`config.mk`:
```
export PLATFORM = sky130hd
export DESIGN_NAME = sta_slot
export DESIGN_NICKNAME = d
export VERILOG_FILES = /design/src/sta_pkg.sv /design/src/sta_div.sv /design/src/sta_slot.sv
export SDC_FILE = /design/constraint.sdc
export NUM_CORES = 2
export LEC_CHECK = 0
export ABC_CLOCK_PERIOD_IN_PS = 14100
export BUFFER_PORTS_ARGS = -buffer_cell sky130_fd_sc_hd__buf_2
export CAP_MARGIN = 40
export CORE_MARGIN = 5
export CORE_UTILIZATION = 45
export CTS_CLUSTER_DIAMETER = 80
export DETAILED_ROUTE_END_ITERATION = 8
export SETUP_SLACK_MARGIN = 0.4
export SLEW_MARGIN = 30
export SYNTH_ARGS = -nofsm -noshare
export SYNTH_HDL_FRONTEND = slang
export SYNTH_SLANG_ARGS = --single-unit
```
`constraint.sdc`:
```
create_clock -name clk -period 14.1 [get_ports clk]
set_input_delay 0.705 -clock clk [delete_from_list [all_inputs] [get_ports clk]]
set_output_delay 0.705 -clock clk [all_outputs]
set_load 0.005 [all_outputs]
```
`src/sta_pkg.sv`:
```
// ----------------------------------------------------------------------------
// sta_pkg
// Shared types, constants and the divider step for the strided tensor
// address generator.
// ----------------------------------------------------------------------------
package sta_pkg;

  localparam int IDX_W      = 32;
  localparam int EXT_W      = 16;
  localparam int STR_W      = 32;
  localparam int PROD_W     = EXT_W + STR_W;
  localparam int CFG_W      = 32;
  localparam int CFG_IDX_W  = 3;
  localparam int DIMS       = 3;
  localparam int DIV_BITS   = 4;
  localparam int DIV_STAGES = IDX_W / DIV_BITS;

  localparam logic [CFG_IDX_W-1:0] REG_RANK     = 3'd0;
  localparam logic [CFG_IDX_W-1:0] REG_BASE     = 3'd1;
  localparam logic [CFG_IDX_W-1:0] REG_EXTENT_0 = 3'd2;
  localparam logic [CFG_IDX_W-1:0] REG_EXTENT_1 = 3'd3;
  localparam logic [CFG_IDX_W-1:0] REG_EXTENT_2 = 3'd4;
  localparam logic [CFG_IDX_W-1:0] REG_STRIDE_0 = 3'd5;
  localparam logic [CFG_IDX_W-1:0] REG_STRIDE_1 = 3'd6;
  localparam logic [CFG_IDX_W-1:0] REG_STRIDE_2 = 3'd7;

  // Partial remainder and the shifting dividend/quotient word.
  typedef struct packed {
    logic [EXT_W-1:0] rem;
    logic [IDX_W-1:0] work;
  } div_word_t;

  // Four (DIV_BITS) restoring division steps; quotient bits enter at the bottom of work.
  function automatic div_word_t div_step(input div_word_t w_in,
                                         input logic [EXT_W-1:0] ext);
    div_word_t      w;
    logic [EXT_W:0] r;
    w = w_in;
    for (int i = 0; i < DIV_BITS; i++) begin
      r = {w.rem, w.work[IDX_W-1]};
      w.work = {w.work[IDX_W-2:0], 1'b0};
      if (r >= {1'b0, ext}) begin
        r = r - {1'b0, ext};
        w.work[0] = 1'b1;
      end
      w.rem = r[EXT_W-1:0];
    end
    return w;
  endfunction

endpackage

```
`src/sta_div.sv`:
```
// ----------------------------------------------------------------------------
// sta_div
// Pipelined restoring divider: index by extent, four quotient bits per
// stage, with the running address carried alongside.
// ----------------------------------------------------------------------------
module sta_div #(
  parameter int AW = 32
) (
  input  logic                      clk,
  input  logic                      rst_n,
  input  logic                      adv,
  input  logic                      in_vld,
  input  logic [sta_pkg::IDX_W-1:0] in_idx,
  input  logic [AW-1:0]             in_addr,
  input  logic [sta_pkg::EXT_W-1:0] ext,
  output logic                      out_vld,
  output logic [sta_pkg::IDX_W-1:0] out_quot,
  output logic [sta_pkg::EXT_W-1:0] out_rem,
  output logic [AW-1:0]             out_addr
);
  import sta_pkg::*;

  logic      vld_r  [DIV_STAGES];
  div_word_t word_r [DIV_STAGES];
  logic [AW-1:0] addr_r [DIV_STAGES];

  genvar s;
  generate
    for (s = 0; s < DIV_STAGES; s++) begin : g_stage
      logic          vld_nxt;
      div_word_t     word_in;
      div_word_t     word_nxt;
      logic [AW-1:0] addr_nxt;

      if (s == 0) begin : g_first
        assign vld_nxt  = in_vld;
        assign word_in  = '{rem: '0, work: in_idx};
        assign addr_nxt = in_addr;
      end else begin : g_next
        assign vld_nxt  = vld_r[s-1];
        assign word_in  = word_r[s-1];
        assign addr_nxt = addr_r[s-1];
      end

      assign word_nxt = div_step(word_in, ext);

      always_ff @(posedge clk) begin
        if (!rst_n) begin
          vld_r[s] <= 1'b0;
        end else if (adv) begin
          vld_r[s] <= vld_nxt;
        end
      end

      always_ff @(posedge clk) begin
        if (adv) begin
          word_r[s] <= word_nxt;
          addr_r[s] <= addr_nxt;
        end
      end
    end
  endgenerate

  assign out_vld  = vld_r[DIV_STAGES-1];
  assign out_quot = word_r[DIV_STAGES-1].work;
  assign out_rem  = word_r[DIV_STAGES-1].rem;
  assign out_addr = addr_r[DIV_STAGES-1];

endmodule

```
`src/sta_slot.sv`:
```
// ----------------------------------------------------------------------------
// sta_slot
// One dimension: divide the index by the extent, multiply the remainder by
// the stride, then add the product to the running address.
// ----------------------------------------------------------------------------
module sta_slot #(
  parameter int AW = 32
) (
  input  logic                      clk,
  input  logic                      rst_n,
  input  logic                      adv,
  input  logic                      in_vld,
  input  logic [sta_pkg::IDX_W-1:0] in_idx,
  input  logic [AW-1:0]             in_addr,
  input  logic [sta_pkg::EXT_W-1:0] ext,
  input  logic [sta_pkg::STR_W-1:0] stride,
  output logic                      out_vld,
  output logic [sta_pkg::IDX_W-1:0] out_idx,
  output logic [AW-1:0]             out_addr
);
  import sta_pkg::*;

  logic              div_vld;
  logic [IDX_W-1:0]  div_quot;
  logic [EXT_W-1:0]  div_rem;
  logic [AW-1:0]     div_addr;

  logic              mul_vld_r;
  logic [PROD_W-1:0] prod_r;
  logic [PROD_W-1:0] prod_nxt;
  logic [IDX_W-1:0]  mul_idx_r;
  logic [AW-1:0]     mul_addr_r;

  logic              add_vld_r;
  logic [IDX_W-1:0]  add_idx_r;
  logic [AW-1:0]     add_addr_r;
  logic [AW-1:0]     add_addr_nxt;
  logic [PROD_W+63:0] prod_wide;

  sta_div #(.AW(AW)) u_div (
    .clk      (clk),
    .rst_n    (rst_n),
    .adv      (adv),
    .in_vld   (in_vld),
    .in_idx   (in_idx),
    .in_addr  (in_addr),
    .ext      (ext),
    .out_vld  (div_vld),
    .out_quot (div_quot),
    .out_rem  (div_rem),
    .out_addr (div_addr)
  );

  assign prod_nxt     = {{STR_W{1'b0}}, div_rem} * {{EXT_W{1'b0}}, stride};
  assign prod_wide    = {64'd0, prod_r};
  assign add_addr_nxt = mul_addr_r + prod_wide[AW-1:0];

  always_ff @(posedge clk) begin
    if (!rst_n) begin
      mul_vld_r <= 1'b0;
      add_vld_r <= 1'b0;
    end else if (adv) begin
      mul_vld_r <= div_vld;
      add_vld_r <= mul_vld_r;
    end
  end

  always_ff @(posedge clk) begin
    if (adv) begin
      prod_r     <= prod_nxt;
      mul_idx_r  <= div_quot;
      mul_addr_r <= div_addr;
      add_idx_r  <= mul_idx_r;
      add_addr_r <= add_addr_nxt;
    end
  end

  assign out_vld  = add_vld_r;
  assign out_idx  = add_idx_r;
  assign out_addr = add_addr_r;

endmodule

```
**Word level (Yosys, flattened, before mapping)**

Memory sizes are Yosys's and may differ from the RTL's. A register that Yosys moved wholly into a read port is not among the register bits.
Cells that the tools add are included.

- Bits in registers: 129
- Memory bits (writable): 648
- Bits of input ports: 116
- Logic and storage cells: 160
- Memories: 3

- $add $sub $neg: 33
- $mul: 1
- Magnitude comparators: 32
- Mux-type cells: 77
- Bitwise operators: 8
- Reduce and logical (&&, ||, !) cells: 1

Memory list:

| memory | depth | bits a word | rd ports | clocked after Yosys merged registers in | write ports | RTL line | RTL |
|---|---|---|---|---|---|---|---|
| u_div.word_r | 8 | 48 | 8 | 0 | 8 | sta_div.sv:24 | `div_word_t word_r [DIV_STAGES];` |
| u_div.addr_r | 8 | 32 | 8 | 1 | 8 | sta_div.sv:25 | `logic [AW-1:0] addr_r [DIV_STAGES];` |
| u_div.vld_r | 8 | 1 | 8 | 1 | 8 | sta_div.sv:23 | `logic vld_r [DIV_STAGES];` |

Operator list:

| kind | number |
|---|---|
| greater-or-equal comparator 17 x 16 -> 1 bit | 31 |
| two-way mux 16 bit | 32 |
| subtractor 16 bit | 31 |
| two-way mux 1 bit | 45 |
| adder 32 bit | 1 |
| multiplier 16 x 32 -> 32 bit | 1 |
| greater-or-equal comparator 1 x 16 -> 1 bit | 1 |
| subtractor 1 x 16 -> 16 bit | 1 |
| bitwise OR 1 bit | 8 |
| logical NOT 1 bit | 1 |

**Longest topological paths before layout**

An unclocked memory read counts as a cell.

- Depth after elaboration: 9
- Depth in mapped cells: 51
- Depth with buffers taken out: 47

**By module**

A second synthesis with hierarchy kept.

- Cells, all modules: 6,323
- Area total of the unflattened synthesis: 65,794.4 µm²

By module, submodules not included:

| module | times used | cells each | area each (µm²) | sequential area each (µm²) |
|---|---|---|---|---|
| sta_div | 1 | 4,616 | 48,033.6 | 19,448.7 |
| sta_slot | 1 | 1,707 | 17,760.8 | 4,844.6 |

**Worst setup path before layout**

Ideal clock, no wire load.

- Kind: input-to-reg
- Start point: in ext[1] (netlist name)
- End point: mem u_div.word_r[3][38] (netlist name), data pin
- Arrival time: 12.452 ns
- Setup slack: 1.387 ns
- Cell stages on the path: 48
- Cells stage by stage: inv_1 ha_1 nor2b_1 o21a_1 or3_1 a31oi_1 o31a_2 clkbuf_1 mux2i_1 inv_1 ha_1 o21a_1 o31a_1 nor4_1 o21ai_1 a31o_2 a22oi_1 nor3b_1 [... 12 more ...] nor4_2 nand2_1 clkbuf_1 a21oi_1 ha_1 nor2b_1 o21a_1 o21ai_0 a21oi_1 a221oi_1 a311oi_1 o41ai_1 nand2_1 or4_1 clkbuf_1 nand2_1 inv_2 a221o_1

RTL lines:

| item | RTL line | RTL |
|---|---|---|
| start, declared | sta_slot.sv:15 | `input logic [sta_pkg::EXT_W-1:0] ext,` |
| end, declared | sta_div.sv:24 |  |

==> reports/results.tsv <==
metric	value	unit
outcome	finished, final reports clean	
largest family of logic cells by synthesized area	adder cells	
I/O Pins	181	
Max Root-Sink Buffers	3	
wire per inst	20.2	um
Synth cell types	102	
total gr overflow	0	
Syn Inst Count	6135	
post_cts resized	0	
CP most frequent cell	a21oi_1	
fin crit period	12.60	ns
synthesized area	64700	um^2
Seq/Total Area, Yosys	37.5	%
final WL	168	mm
worst clock skew	0.0541	ns
DRC Markers	0	
Worst Setup End Kind	register	
clk_lat worst skew	0.73	ns
final setup vio count	0	
layout cell share with drive strength beyond 1	11.4	%
die area	151000	um^2
initial drt markers	3113	
DP Wirelength	123	mm
Crit Path Category	in -> reg	
Post-Route Setup TNS	0	ns
Setup crit start kind	input pin	
slew at the pin with the worst max-slew slack	0.949	ns
Final period util	89.3	%
Hold Crit Class	in -> reg	
first-pass GRT wire length	261	mm
row cnt	139	
critical path peak fanout	24	
CTS sink cnt	810	
gr usage total	21.8	%
clk slew on worst S/H paths	0.06	ns
Syn. warnings	0	
largest net degree at the start of global routing	131	
relative slew slack	35.1	%
filler cell count	12900	
Critical Path RT	14.54	ns
TritonCTS clock tree	built	
Hold Violations, Final	0	
port buffer count	180	
syn_area_per_cell	10.5	um^2
DRT Pass-1 Iters	6	
post-synthesis adder-cell area fraction	21.9	%
top_reg_cell synth	edfxtp_1	
Vias/cell	5.61	
Syn Nets	7181	
vias in the first global route	46300	
Post-CTS Repair Setup Buffers	0	
CTS Buf Count	97	
clock root cell	clkbuf_16	
simple-gate portion of the synthesized area	11.9	%
initial antenna violation count	6	
Synth Area in Compound Gates	13.8	%
CP peak stage delay	0.85	ns
hold_buf cts	0	
post-route ant nets	0	
Die H	389	um
final RePlAce weighted congestion	0.913	
Worst EP arrival	13.04	ns
Placeable Area	143000	um^2
H-tree levels	3	
Synth Register Bits	810	
Initial Util	45.2	%
Synth Area in XOR/XNOR	5.75	%
RSZ-0062 raised after global routing	false	
EDFF count, synth	807	
Pins Over Slew Limit	0	
Slowest cell on crit path	a2111oi_0	
mux cell area share after synthesis	5.06	%
Async SR Flop Fraction	0	%
nets	7407	
DIE WIDTH	389	um
area growth from synthesis to layout	10.8	%
max cap viols	0	
vias	46800	
fmax	0.0794	GHz
-- sequential cells by signal (all words and copies together) (netlist names) --
register,count
u_div.word_r,384
u_div.vld_r,8
mul_vld_r,1
prod_r,32
out_idx,32
out_addr,32
mul_idx_r,32
u_div.addr_r,256
mul_addr_r,32
out_vld,1
-- critical path, delay by kind of cell --
family / cells / cell delay (ns)
AOI/OAI and AO/OA: 24 / 6.77
adders and majority gates: 4 / 1.30
buffers and inverters: 7 / 1.82
and+or+nand+nor: 5 / 0.76
muxes: 4 / 1.66
-- cells in the mapped netlist (all sizes together), types with 13 or more instances --
| master | count | area share, % |
|---|---|---|
| a21o | 145 | 1.7 |
| xnor2 | 283 | 3.8 |
| a21oi | 379 | 3.0 |
| fa | 336 | 10 |
| a211oi | 51 | 0.63 |
| a31oi | 42 | 0.42 |
| ha | 594 | 11 |
| o31a | 25 | 0.34 |
| mux2 | 234 | 4.1 |
| nor2 | 337 | 2.0 |
| buf | 25 | 0.23 |
| nand2b | 53 | 0.51 |
| mux2i | 59 | 0.94 |
| xor2 | 142 | 1.9 |
| o31ai | 37 | 0.46 |
| nand4 | 92 | 0.89 |
| inv | 553 | 3.2 |
| clkbuf | 108 | 0.63 |
| nand3 | 77 | 0.61 |
| o211ai | 25 | 0.29 |
| nand2 | 589 | 3.4 |
| o21ai | 316 | 2.4 |
| o41ai | 16 | 0.22 |
| or2 | 24 | 0.23 |
| nor2b | 86 | 0.83 |
| a21boi | 13 | 0.15 |
| nor3 | 98 | 0.76 |
| and3 | 46 | 0.44 |
| a31o | 18 | 0.24 |
| o21bai | 56 | 0.65 |
| nor4 | 42 | 0.44 |
| or3 | 34 | 0.34 |
| and2 | 116 | 1.1 |
| o21a | 101 | 1.2 |
| edfxtp | 807 | 37 |
-- final cells by class --
type | instances | area, um^2 | share of cell area (%)
Tap cell | 1903 | 2380 | 3.32
Multi-Input combinational cell | 4638 | 37800 | 52.7
Inverter | 554 | 2080 | 2.91
Clock inverter | 64 | 867 | 1.21
Sequential cell | 810 | 24300 | 33.9
Antenna cell | 1 | 2.50 | 0.00349
Clock buffer | 113 | 2490 | 3.47
Timing Repair Buffer | 260 | 1770 | 2.46
-- worst paths after layout --
path                             from                  end  slack, ns  cells past startpoint
setup reg to reg  u_div.word_r[1][32]  u_div.word_r[2][42]       1.79                     41
hold / removal              in_idx[4]   u_div.word_r[0][8]       0.16                      1
hold reg to reg         mul_idx_r[17]          out_idx[17]       0.41                      0
setup / recovery               ext[3]  u_div.word_r[2][42]       1.50                     44
-- metrics by stage --
stage	worst slack, ns	area, um^2	hold WS (ns)	instances	utilization [%]
after global routing	0.815	71700	0.108	8342	50.0
after floorplan	1.39	64700	0.400	6135	-
after global placement	0.941	68100	0.400	8150	47.5
after detailed placement	0.966	68300	0.405	8159	47.6
final	1.50	71700	0.161	8343	50.0
after CTS	1.65	71600	0.0905	8336	50.0
-- layout by cell type (no fill, tap or decap), types with 41 or more instances in the layout --
cell type,Yosys,final
a211oi_1,48,47
a21o_1,145,145
a21oi_1,374,374
a31oi_1,41,41
and2_1,116,116
and3_1,46,46
buf_2,13,179
buf_4,4,55
clkbuf_16,0,97
edfxtp_1,807,807
fa_1,336,336
ha_1,594,594
inv_1,546,531
mux2_2,214,214
mux2i_1,57,57
nand2_1,589,589
nand2b_1,53,53
nand3_1,76,76
nand4_1,92,92
nor2_1,335,335
nor2b_1,86,86
nor3_1,98,97
o21a_1,101,101
o21ai_0,309,309
o21bai_1,56,56
xnor2_1,283,283
xor2_1,142,142
-- cells by family (layout without fill, tap and decap cells) --
| group | after synthesis | after routing |
|---|---|---|
| AND/OR/NAND/NOR | 1624 | 1624 |
| adder cells (fa/ha/maj) | 930 | 930 |
| buffers and inverters | 687 | 991 |
| flip-flops | 810 | 810 |
| AO/OA/AOI/OAI | 1366 | 1366 |
| other | 0 | 1 |
| multiplexers | 293 | 293 |
| XOR/XNOR | 425 | 425 |
-- layer usage --
metal / wire length, um / global-route usage [%] / vias to the layer above
met4: 6220 / 7.77 / 0
met1: 75800 / 29.7 / 22600
met3: 9150 / 3.38 / 295
met5: 0 / 0 / -
li1: - / - / 22600
met2: 77100 / 35.5 / 1255
Power is left out: the tool's default activity adds up to more than one toggle a clock period on the data nets, which glitch-free logic cannot reach.
